$ cat src/etdq_pkg.sv
// Package for the deadline timer queue: codes, cell control and state types.
// No dependencies; used by the cell and the top level.
package etdq_pkg;

  localparam logic [16:0] PRESCALE_MAX = 17'h10000;
  localparam logic [15:0] REV_STEP     = 16'd2;
  localparam int          NUM_SLOTS    = 8;

  typedef enum logic [1:0] {
    REQ_TICK   = 2'd0,
    REQ_NEW    = 2'd1,
    REQ_CANCEL = 2'd2,
    REQ_READ   = 2'd3
  } req_type_t;

  typedef enum logic [2:0] {
    ST_OK      = 3'd0,
    ST_EXPIRED = 3'd1,
    ST_STALE   = 3'd2,
    ST_LATE    = 3'd3,
    ST_BUSY    = 3'd4,
    ST_READ    = 3'd5
  } status_t;

  typedef enum logic [1:0] {
    CFG_PRESCALE = 2'd0,
    CFG_RUN_HOLD = 2'd1
  } cfg_idx_t;

  typedef enum logic [1:0] {
    FSM_IDLE   = 2'd0,
    FSM_EXEC   = 2'd1,
    FSM_EXPIRE = 2'd2
  } fsm_t;

  typedef enum logic [1:0] {
    CM_HOLD       = 2'd0,
    CM_LOAD_NEW   = 2'd1,
    CM_FROM_LEFT  = 2'd2,
    CM_FROM_RIGHT = 2'd3
  } cell_mode_t;

  typedef struct packed {
    cell_mode_t  mode;
    logic [63:0] q_dl;
    logic [2:0]  q_slot;
    logic [63:0] now;
  } cell_ctl_t;

  typedef struct packed {
    logic        valid;
    logic [63:0] dl;
    logic [2:0]  slot;
  } cell_st_t;

  typedef struct packed {
    logic le_new;
    logic match;
    logic expd;
  } cell_flag_t;

endpackage

$ cat src/etdq_if.sv
// Channel interfaces for the deadline timer queue: request and result.
// Depends on nothing; plain valid/ready with payload.
interface etdq_in_if;
  logic        valid;
  logic        ready;
  logic [1:0]  req_type;
  logic [2:0]  req_id;
  logic [63:0] deadline_in;
  logic [31:0] delay_in;
  logic [15:0] req_rev;
  modport source (output valid, req_type, req_id, deadline_in, delay_in, req_rev,
                  input ready);
  modport sink   (input valid, req_type, req_id, deadline_in, delay_in, req_rev,
                  output ready);
endinterface

interface etdq_out_if;
  logic        valid;
  logic        ready;
  logic [2:0]  status;
  logic [2:0]  entry_id;
  logic [63:0] time_value;
  logic [15:0] config_revision;
  logic        last_result;
  modport source (output valid, status, entry_id, time_value, config_revision,
                  last_result, input ready);
  modport sink   (input valid, status, entry_id, time_value, config_revision,
                  last_result, output ready);
endinterface

$ cat src/extended_timer_deadline_queue_top.sv
// Top level of the deadline timer: counter, control sequencer, cell chain.
// Depends on etdq_pkg, etdq_if and etdq_cell.
//
//  channel | dir | transaction
//  in_ch   | in  | tick / new / cancel / read request
//  out_ch  | out | one result (status, id, time, revision, last)
//  cfg_*   | in  | register write, no handshake
//
// A request is accepted, then executed against the cell chain; a tick is
// accepted, then counts, then checks the head, removing one expired entry
// per check and shifting the chain each time, until the head is unexpired.
// Reset is synchronous; no clearing pass. A stalled result holds the sequencer
// in any step that delivers a result; requests are taken only in the idle step.
module extended_timer_deadline_queue_top #(
  parameter int QUEUE_DEPTH = 8
) (
  input  logic        clk,
  input  logic        rst_n,
  etdq_in_if.sink     in_ch,
  etdq_out_if.source  out_ch,
  input  logic        cfg_we,
  input  logic [1:0]  cfg_idx,
  input  logic [16:0] cfg_wdata
);
  import etdq_pkg::*;

  fsm_t        state_r, state_nxt;
  logic [1:0]  rq_type_r;
  logic [2:0]  rq_id_r;
  logic [63:0] rq_dl_r;
  logic [31:0] rq_delay_r;
  logic [15:0] rq_rev_r;
  logic [63:0] time_r, time_nxt;
  logic [16:0] phase_r, phase_nxt, prescale_r;
  logic        run_hold_r;
  logic [15:0] rev_r;
  logic [NUM_SLOTS-1:0] pending_r, pending_nxt;

  logic        out_valid_r, out_load;
  logic [2:0]  out_status_r, out_status_nxt, out_id_r, out_id_nxt;
  logic [63:0] out_tv_r, out_tv_nxt;
  logic        out_last_r, out_last_nxt;

  cell_ctl_t  ctl   [QUEUE_DEPTH];
  cell_st_t   cst   [QUEUE_DEPTH];
  cell_flag_t flg   [QUEUE_DEPTH];
  logic [QUEUE_DEPTH-1:0] le_new, match, expd, vld, seen, new_at;

  logic [63:0] new_dl;
  logic        out_free, stale, do_insert, do_cancel, do_head;
  logic [16:0] ps_w;

  assign out_free = !out_valid_r || out_ch.ready;
  assign new_dl   = (rq_delay_r != 32'd0) ? time_r + {32'd0, rq_delay_r} : rq_dl_r;
  assign stale    = (rq_rev_r != 16'd0) && (rq_rev_r != rev_r);

  always_comb begin
    for (int i = 0; i < QUEUE_DEPTH; i++) begin
      le_new[i] = flg[i].le_new;
      match[i]  = flg[i].match;
      expd[i]   = flg[i].expd;
      vld[i]    = cst[i].valid;
    end
    seen[0]   = match[0];
    new_at[0] = !le_new[0];
    for (int i = 1; i < QUEUE_DEPTH; i++) begin
      seen[i]   = seen[i-1] | match[i];
      new_at[i] = !le_new[i] && le_new[i-1];
    end
  end

  // next state
  always_comb begin
    state_nxt = state_r;
    case (state_r)
      FSM_IDLE: if (in_ch.valid) state_nxt = FSM_EXEC;
      FSM_EXEC: begin
        if (req_type_t'(rq_type_r) == REQ_TICK) state_nxt = FSM_EXPIRE;
        else if (out_free) state_nxt = FSM_IDLE;
      end
      FSM_EXPIRE: if (!expd[0]) state_nxt = FSM_IDLE;
      default: state_nxt = FSM_IDLE;
    endcase
  end

  // outputs of the sequencer
  always_comb begin
    out_load       = 1'b0;
    out_status_nxt = ST_OK;
    out_id_nxt     = rq_id_r;
    out_tv_nxt     = time_r;
    out_last_nxt   = 1'b1;
    do_insert      = 1'b0;
    do_cancel      = 1'b0;
    do_head        = 1'b0;
    pending_nxt    = pending_r;
    time_nxt       = time_r;
    phase_nxt      = phase_r;
    case (state_r)
      FSM_EXEC: begin
        case (req_type_t'(rq_type_r))
          REQ_TICK: begin
            if (vld[0] || run_hold_r) begin
              if (17'(phase_r + 17'd1) >= prescale_r) begin
                phase_nxt = '0;
                time_nxt  = time_r + 64'd1;
              end else begin
                phase_nxt = 17'(phase_r + 17'd1);
              end
            end
          end
          REQ_NEW: begin
            out_load = out_free;
            if (stale) begin
              out_status_nxt = ST_STALE;
            end else if (pending_r[rq_id_r]) begin
              out_status_nxt = ST_BUSY;
            end else if (new_dl <= time_r) begin
              out_status_nxt = ST_LATE;
              out_tv_nxt     = new_dl;
            end else if (vld[QUEUE_DEPTH-1]) begin
              out_status_nxt = ST_BUSY;
            end else begin
              out_status_nxt = ST_OK;
              out_tv_nxt     = new_dl;
              do_insert      = out_free;
              if (out_free) pending_nxt[rq_id_r] = 1'b1;
            end
          end
          REQ_CANCEL: begin
            out_load = out_free;
            if (pending_r[rq_id_r]) begin
              out_status_nxt = ST_OK;
              do_cancel      = out_free;
              if (out_free) pending_nxt[rq_id_r] = 1'b0;
            end else begin
              out_status_nxt = ST_LATE;
            end
          end
          default: begin
            out_load       = out_free;
            out_status_nxt = ST_READ;
            out_id_nxt     = '0;
          end
        endcase
      end
      FSM_EXPIRE: begin
        if (expd[0] && out_free) begin
          out_load       = 1'b1;
          do_head        = 1'b1;
          out_status_nxt = ST_EXPIRED;
          out_id_nxt     = cst[0].slot;
          out_tv_nxt     = cst[0].dl;
          out_last_nxt   = !expd[1];
          pending_nxt[cst[0].slot] = 1'b0;
        end
      end
      default: ;
    endcase
  end

  always_comb begin
    for (int i = 0; i < QUEUE_DEPTH; i++) begin
      ctl[i].q_dl   = (state_r == FSM_EXEC) ? new_dl : rq_dl_r;
      ctl[i].q_slot = rq_id_r;
      ctl[i].now    = time_r;
      if (do_insert)      ctl[i].mode = new_at[i] ? CM_LOAD_NEW :
                                        (!le_new[i] ? CM_FROM_LEFT : CM_HOLD);
      else if (do_cancel) ctl[i].mode = seen[i] ? CM_FROM_RIGHT : CM_HOLD;
      else if (do_head)   ctl[i].mode = CM_FROM_RIGHT;
      else                ctl[i].mode = CM_HOLD;
    end
  end

  for (genvar g = 0; g < QUEUE_DEPTH; g++) begin : g_cell
    cell_st_t lft, rgt;
    if (g == 0) begin : g_l0
      assign lft = '0;
    end else begin : g_l
      assign lft = cst[g-1];
    end
    if (g == QUEUE_DEPTH - 1) begin : g_rn
      assign rgt = '0;
    end else begin : g_r
      assign rgt = cst[g+1];
    end
    etdq_cell u_cell (
      .clk(clk), .rst_n(rst_n), .ctl(ctl[g]), .left(lft), .right(rgt),
      .st(cst[g]), .flg(flg[g])
    );
  end

  always_comb begin
    ps_w = cfg_wdata;
    if (cfg_wdata == 17'd0) ps_w = 17'd1;
    else if (cfg_wdata > PRESCALE_MAX) ps_w = PRESCALE_MAX;
  end

  always_ff @(posedge clk) begin
    if (!rst_n) begin
      state_r     <= FSM_IDLE;
      time_r      <= '0;
      phase_r     <= '0;
      prescale_r  <= 17'd1;
      run_hold_r  <= 1'b0;
      rev_r       <= 16'd1;
      pending_r   <= '0;
      out_valid_r <= 1'b0;
    end else begin
      state_r   <= state_nxt;
      time_r    <= time_nxt;
      pending_r <= pending_nxt;
      if (out_load) out_valid_r <= 1'b1;
      else if (out_ch.ready) out_valid_r <= 1'b0;
      if (cfg_we && cfg_idx_t'(cfg_idx) == CFG_PRESCALE) begin
        prescale_r <= ps_w;
        phase_r    <= '0;
        rev_r      <= rev_r + REV_STEP;
      end else begin
        phase_r    <= phase_nxt;
      end
      if (cfg_we && cfg_idx_t'(cfg_idx) == CFG_RUN_HOLD) run_hold_r <= cfg_wdata[0];
    end
  end

  always_ff @(posedge clk) begin
    if (in_ch.valid && in_ch.ready) begin
      rq_type_r  <= in_ch.req_type;
      rq_id_r    <= in_ch.req_id;
      rq_dl_r    <= in_ch.deadline_in;
      rq_delay_r <= in_ch.delay_in;
      rq_rev_r   <= in_ch.req_rev;
    end
    if (out_load) begin
      out_status_r <= out_status_nxt;
      out_id_r     <= out_id_nxt;
      out_tv_r     <= out_tv_nxt;
      out_last_r   <= out_last_nxt;
    end
  end

  assign in_ch.ready            = (state_r == FSM_IDLE);
  assign out_ch.valid           = out_valid_r;
  assign out_ch.status          = out_status_r;
  assign out_ch.entry_id        = out_id_r;
  assign out_ch.time_value      = out_tv_r;
  assign out_ch.config_revision = rev_r;
  assign out_ch.last_result     = out_last_r;

  a_contig: assert property (@(posedge clk) disable iff (!rst_n)
    !vld[0] |-> (vld == '0))
    else $error("queue cells not contiguous");
  a_pend: assert property (@(posedge clk) disable iff (!rst_n)
    $countones(pending_r) == $countones(vld))
    else $error("pending slots and queue entries disagree");
  a_more: assert property (@(posedge clk) disable iff (!rst_n)
    (state_r == FSM_EXPIRE && out_load && !out_last_nxt) |=> expd[0])
    else $error("expiry marked not last but head not expired");

endmodule

$ cat src/etdq_cell.sv
// One queue cell: holds a deadline and slot, shifts to/from its neighbors.
// Depends on etdq_pkg.
module etdq_cell (
  input  logic                clk,
  input  logic                rst_n,
  input  etdq_pkg::cell_ctl_t ctl,
  input  etdq_pkg::cell_st_t  left,
  input  etdq_pkg::cell_st_t  right,
  output etdq_pkg::cell_st_t  st,
  output etdq_pkg::cell_flag_t flg
);
  import etdq_pkg::*;

  cell_st_t st_r, st_nxt;

  always_comb begin
    case (ctl.mode)
      CM_LOAD_NEW:   st_nxt = '{valid: 1'b1, dl: ctl.q_dl, slot: ctl.q_slot};
      CM_FROM_LEFT:  st_nxt = left;
      CM_FROM_RIGHT: st_nxt = right;
      default:       st_nxt = st_r;
    endcase
  end

  always_ff @(posedge clk) begin
    if (!rst_n) begin
      st_r.valid <= 1'b0;
    end else begin
      st_r.valid <= st_nxt.valid;
    end
    st_r.dl   <= st_nxt.dl;
    st_r.slot <= st_nxt.slot;
  end

  assign st         = st_r;
  assign flg.le_new = st_r.valid && (st_r.dl <= ctl.q_dl);
  assign flg.match  = st_r.valid && (st_r.slot == ctl.q_slot);
  assign flg.expd   = st_r.valid && (st_r.dl <= ctl.now);

endmodule
$ cat src/flat_wrapper.sv
// flat-port wrapper written by rule: the top's interface ports become plain ports
module extended_timer_deadline_queue_top_flat import etdq_pkg::*;
#(
  parameter int QUEUE_DEPTH = 8
)
  (clk, rst_n, cfg_we, cfg_idx, cfg_wdata, in_ch_valid, in_ch_req_type, in_ch_req_id, in_ch_deadline_in, in_ch_delay_in, in_ch_req_rev, in_ch_ready, out_ch_valid, out_ch_status, out_ch_entry_id, out_ch_time_value, out_ch_config_revision, out_ch_last_result, out_ch_ready);
  etdq_in_if in_ch_i ();
  etdq_out_if out_ch_i ();
  input  logic clk;
  input  logic rst_n;
  input  logic cfg_we;
  input  logic [1:0] cfg_idx;
  input  logic [16:0] cfg_wdata;
  input wire logic [$bits(in_ch_i.valid)-1:0] in_ch_valid;
  input wire logic [$bits(in_ch_i.req_type)-1:0] in_ch_req_type;
  input wire logic [$bits(in_ch_i.req_id)-1:0] in_ch_req_id;
  input wire logic [$bits(in_ch_i.deadline_in)-1:0] in_ch_deadline_in;
  input wire logic [$bits(in_ch_i.delay_in)-1:0] in_ch_delay_in;
  input wire logic [$bits(in_ch_i.req_rev)-1:0] in_ch_req_rev;
  output wire logic [$bits(in_ch_i.ready)-1:0] in_ch_ready;
  output wire logic [$bits(out_ch_i.valid)-1:0] out_ch_valid;
  output wire logic [$bits(out_ch_i.status)-1:0] out_ch_status;
  output wire logic [$bits(out_ch_i.entry_id)-1:0] out_ch_entry_id;
  output wire logic [$bits(out_ch_i.time_value)-1:0] out_ch_time_value;
  output wire logic [$bits(out_ch_i.config_revision)-1:0] out_ch_config_revision;
  output wire logic [$bits(out_ch_i.last_result)-1:0] out_ch_last_result;
  input wire logic [$bits(out_ch_i.ready)-1:0] out_ch_ready;
  assign in_ch_i.valid = in_ch_valid;
  assign in_ch_i.req_type = in_ch_req_type;
  assign in_ch_i.req_id = in_ch_req_id;
  assign in_ch_i.deadline_in = in_ch_deadline_in;
  assign in_ch_i.delay_in = in_ch_delay_in;
  assign in_ch_i.req_rev = in_ch_req_rev;
  assign in_ch_ready = in_ch_i.ready;
  assign out_ch_valid = out_ch_i.valid;
  assign out_ch_status = out_ch_i.status;
  assign out_ch_entry_id = out_ch_i.entry_id;
  assign out_ch_time_value = out_ch_i.time_value;
  assign out_ch_config_revision = out_ch_i.config_revision;
  assign out_ch_last_result = out_ch_i.last_result;
  assign out_ch_i.ready = out_ch_ready;
  extended_timer_deadline_queue_top #(.QUEUE_DEPTH(QUEUE_DEPTH)) u_core (.clk(clk), .rst_n(rst_n), .in_ch(in_ch_i), .out_ch(out_ch_i), .cfg_we(cfg_we), .cfg_idx(cfg_idx), .cfg_wdata(cfg_wdata));
endmodule
$ cat config.mk
export PLATFORM = sky130hd
export DESIGN_NAME = extended_timer_deadline_queue_top_flat
export DESIGN_NICKNAME = d
export VERILOG_FILES = /design/src/etdq_pkg.sv /design/src/etdq_if.sv /design/src/extended_timer_deadline_queue_top.sv /design/src/etdq_cell.sv /design/src/flat_wrapper.sv
export SDC_FILE = /design/constraint.sdc
export NUM_CORES = 2
export LEC_CHECK = 0
export BUFFER_PORTS_ARGS = -buffer_cell sky130_fd_sc_hd__buf_2
export CAP_MARGIN = 30
export CORE_ASPECT_RATIO = 2
export CORE_MARGIN = 2
export CORE_UTILIZATION = 65
export CTS_CLUSTER_SIZE = 25
export DETAILED_ROUTE_END_ITERATION = 6
export PLACE_DENSITY_LB_ADDON = 0.3
export REMOVE_ABC_BUFFERS = 1
export SETUP_SLACK_MARGIN = 0.2
export SLEW_MARGIN = 20
export SYNTH_ARGS = -nofsm -noshare
export SYNTH_HDL_FRONTEND = slang
export SYNTH_SLANG_ARGS = --single-unit
export TNS_END_PERCENT = 30
$ cat constraint.sdc
create_clock -name clk -period 20.1 [get_ports clk]
set_input_delay 2.01 -clock clk [delete_from_list [all_inputs] [get_ports clk]]
set_output_delay 2.01 -clock clk [all_outputs]
set_load 0.005 [all_outputs]
==> flow_metrics.env <==
export IMPL_clock_path_buffers=3
export IMPL_nFillCells=6607
export IMPL_worst_setup_path_end_kind="flip-flop"
export IMPL_cp_arrival_ns=11.20
export IMPL_grt_max_degree=90
export IMPL_rows=154
export IMPL_cts_root_buffer="clkbuf_16"
export IMPL_nNetsFinal=6596
export IMPL_p_per_area_mw_per_mm2=67.76
export IMPL_multiInputGateArea_mm2=0.03156
export IMPL_cts_tree="done"
export IMPL_layout_min_cycle_time_ns=10.84
export IMPL_dp_hpwl_mm=175.2
export IMPL_remaining_drc_errors=15
export IMPL_finalMaxSlewViolations=0
export IMPL_initial_core_util_pct=65.44
export IMPL_coreArea_mm2=0.08806
export IMPL_ant_nets=0
export IMPL_worst_setup_path_start_kind="flip-flop"
export IMPL_postSynthCellCount=5621
export IMPL_max_cap_violations=0
export IMPL_relSlewSlack_pct=19.62
export IMPL_syn_area_mm2=0.05763
export IMPL_die_w_um=214.5
export IMPL_vias_per_cell=7.706
export IMPL_first_iter_violations=7347
export IMPL_worst_pin_slew_ns=1.193
export IMPL_routedWlPerCell_um=35.01
export IMPL_rsz0062_at_grt="no"
export IMPL_layout_drive_gt1_share_pct=11.05
export IMPL_tns_ns=0
export IMPL_critical_path_class="reg2reg"
export IMPL_areaGrowthSynthToFinish_pct=9.751
export IMPL_yosysUniqueCellTypes=90
export IMPL_ys_flop_type="edfxtp_1"
export IMPL_postCtsSetupRepairBufs=0
export IMPL_placed_cell_area_mm2=0.06023
export IMPL_finalSetupViolations=0
export IMPL_gp_congestion=1.090
export IMPL_slowest_delay_ns=0.81
export IMPL_crit_path_cell_trace="ha_1 > a211oi_1 > o211a_1 > o21ai_0 > and4b_1 > o41ai_4 > buf_4 > nand3_1 > xnor2_1 > clkbuf_4 > a21oi_1 > ha_1 > nand4_1 > nor3_1 > a221oi_1 > a21boi_0 > nor2_1 > o32ai_2 > a21oi_4 > buf_4 > buf_4 > a21o_4 > buf_4"
export IMPL_ir_drop_v=0.00008465
export IMPL_clk_latency_ns=0.74
export IMPL_path_clk_slew_ns=0.07
export IMPL_htreeDepth=3
export IMPL_synth_edf_count=724
export IMPL_async_flop_share_pct=0
export IMPL_power_leakage_uw=0.02498
export IMPL_hold_class="reg2reg"
export IMPL_synth_seq_area_share_pct=42.35
export IMPL_vias=54020
export IMPL_grtUsageTotal_pct=53.20
export IMPL_critical_path_buf_inv_count=5
export IMPL_wirelength_mm=245.5
export IMPL_cts_resized=0
export IMPL_fmax_mhz=92.28
export IMPL_synth_seq_cells=857
export IMPL_die_y_um=425.1
export IMPL_grt_overflow_total=0
export IMPL_cts_buffers=82
export IMPL_grt_pass1_vias=53770
export IMPL_skew_ns=0.02012
export IMPL_fin_area_mm2=0.06324
export IMPL_required_ns=20.46
export IMPL_fin_crit_sh_pct=53.91
export IMPL_port_buffers=228
export IMPL_hold_buffers=0
export IMPL_status="finished with violations"
export IMPL_clkSinkCount=857
export IMPL_grt_pass1_wl_mm=351.2
export IMPL_detail_route_first_pass_iterations=7
export IMPL_slowest_stage="a221oi_1"
export IMPL_seqCellArea_mm2=0.02440
export IMPL_antenna_found_initial=22
export IMPL_die_area_mm2=0.09120
export IMPL_hold_violations=0
export IMPL_ios=230
export IMPL_timing_critical_path_mode_cell="buf_4"
export IMPL_violations="design-rule violations"
export IMPL_critical_path_top_delay_family="compound AO/OA/AOI/OAI gates"
export IMPL_syn_avg_cell_area_um2=10.25
export IMPL_crit_fanout=62
export IMPL_yosys_warnings=0
==> sequential cells by signal, summed over array words and instances (netlist names), named ones only <==
name	count
u_core.run_hold_r	1
u_core.out_ch.last_result	1
u_core.time_r	64
u_core.out_ch.time_value	64
u_core.g_cell.u_cell.st	544
u_core.rq_delay_r	32
u_core.state_r	2
u_core.rq_type_r	2
u_core.out_ch.config_revision	15
u_core.phase_r	17
u_core.prescale_r	17
u_core.rq_rev_r	16
u_core.rq_dl_r	64
u_core.out_ch.entry_id	3
u_core.out_ch.valid	1
u_core.rq_id_r	3
u_core.out_ch.status	3
==> final timing paths <==
path / cells past startpoint / slack [ns] / endpoint / startpoint
worst min register to register: 2 / 0.49 / u_core.time_r[61]$_SDFFE_PN0P_ / u_core.time_r[61]$_SDFFE_PN0P_
worst min-delay path: 2 / 0.49 / u_core.time_r[61]$_SDFFE_PN0P_ / u_core.time_r[61]$_SDFFE_PN0P_
worst max-delay path: 23 / 9.26 / u_core.g_cell[3].u_cell.st[2]$_DFFE_PP_ / u_core.rq_delay_r[16]$_DFFE_PP_
worst max register to register: 23 / 9.26 / u_core.g_cell[3].u_cell.st[2]$_DFFE_PP_ / u_core.rq_delay_r[16]$_DFFE_PP_
==> worst min-delay path, stage by stage, from the launching register on <==
cell and delay, ns:
dfxtp_1 0.32, nand2_1 0.05, o21ai_0 0.06
==> cell families (layout without fill, tap and decap cells) <==
family / after synthesis / in the layout / share of synthesized area [%]
other: 1 / 15 / 0.006508
adder cells (fa/ha/maj): 696 / 696 / 15.13
XOR/XNOR: 150 / 150 / 2.280
multiplexers: 99 / 99 / 1.919
AO/OA/AOI/OAI: 1670 / 1670 / 20.37
buffers and inverters: 518 / 724 / 3.491
flip-flops: 857 / 857 / 42.35
AND/OR/NAND/NOR: 1630 / 1630 / 14.46
==> power by group <==
part,total [µW],internal (µW),switching [µW]
registers,1990,1970,19.6
clock network,1720,944,776
logic,575,213,361
==> layout by cell type (no fill, tap or decap), types with 25 or more instances in the layout <==
master and instances:
nand4_1 168, nand2_1 403, a21o_1 199, edfxtp_1 724
o211ai_1 123, a22o_1 152, and3_1 166, and2_1 57
o21ai_0 291, nor4_1 53, nor2b_1 31, xor2_1 30
buf_4 109, xnor2_1 120, dfxtp_1 133, clkbuf_16 84
ha_1 694, a22oi_1 69, mux2_2 81, inv_1 219
nor3_1 94, o21ai_1 30, buf_2 232, or3_1 47
nand3_1 211, nand2b_1 25, nor2_1 260, a221o_1 216
a21oi_1 342, a211oi_1 47
==> layer usage <==
layer / vias to the layer above / part of all wire, % / global-route usage (%)
met5: - / 0.048 / 0.2646
met4: 18 / 15 / 65.19
met3: 1964 / 11 / 18.46
met2: 4402 / 46 / 85.13
met1: 25400 / 28 / 48.13
li1: 22250 / - / -
==> synth_stat cells, drive strengths merged, types with 7 or more instances <==
library cell	count	area (µm²)
o31ai	17	127.6
and2	59	369.1
nand2b	25	156.4
buf	66	315.3
clkbuf	231	867.1
xor2	30	262.8
o211ai	123	923.4
o21a	23	172.7
nand3b	19	142.6
and4	20	175.2
a21boi	7	52.55
nor4	57	386.6
o2111ai	11	102.6
nor3	98	500.5
ha	695	8696
nor2	267	1002
dfxtp	133	2663
a22o	152	1331
a211oi	49	372.9
edfxtp	724	21740
mux2i	16	160.2
o21ai	324	1622
o211a	10	100.1
a221o	216	2162
inv	220	825.8
o21bai	12	90.09
and3	169	1057
or2	14	87.59
a21oi	352	1773
a31oi	23	143.9
nand2	405	1520
or4	17	127.6
xnor2	120	1051
a22oi	69	518.0
nand4	168	1051
nor2b	31	193.9
or3	48	300.3
a21o	205	1539
nand3	211	1056
a221oi	12	105.1
nor3b	8	60.06
mux2	82	923.4
==> final cells by class <==
cell class	instances	share of cell area (%)
Antenna cell	14	0.05539
Tap cell	1170	2.315
Sequential cell	857	38.59
Clock buffer	103	3.563
Multi-Input combinational cell	4246	49.89
Timing Repair Buffer	351	3.347
Inverter	221	1.316
Clock inverter	49	0.9239
==> through the flow <==
stage | cells | setup slack (ns) | util [%] | total power (µW) | hold slack (ns)
3_5_place_dp | 6835 | 10.31 | 68.40 | 2567 | 0.4787
5_1_grt | 6997 | 9.276 | 71.78 | 4368 | 0.5103
2_1_floorplan | 5324 | 5.425 | - | 2372 | 0.4488
4_1_cts | 6987 | 10.24 | 71.62 | 4231 | 0.4897
6_report | 7011 | 9.263 | 71.82 | 4286 | 0.4891
3_3_place_gp | 6828 | 10.41 | 68.31 | 2546 | 0.4645
(Power assumes the default switching activity.)
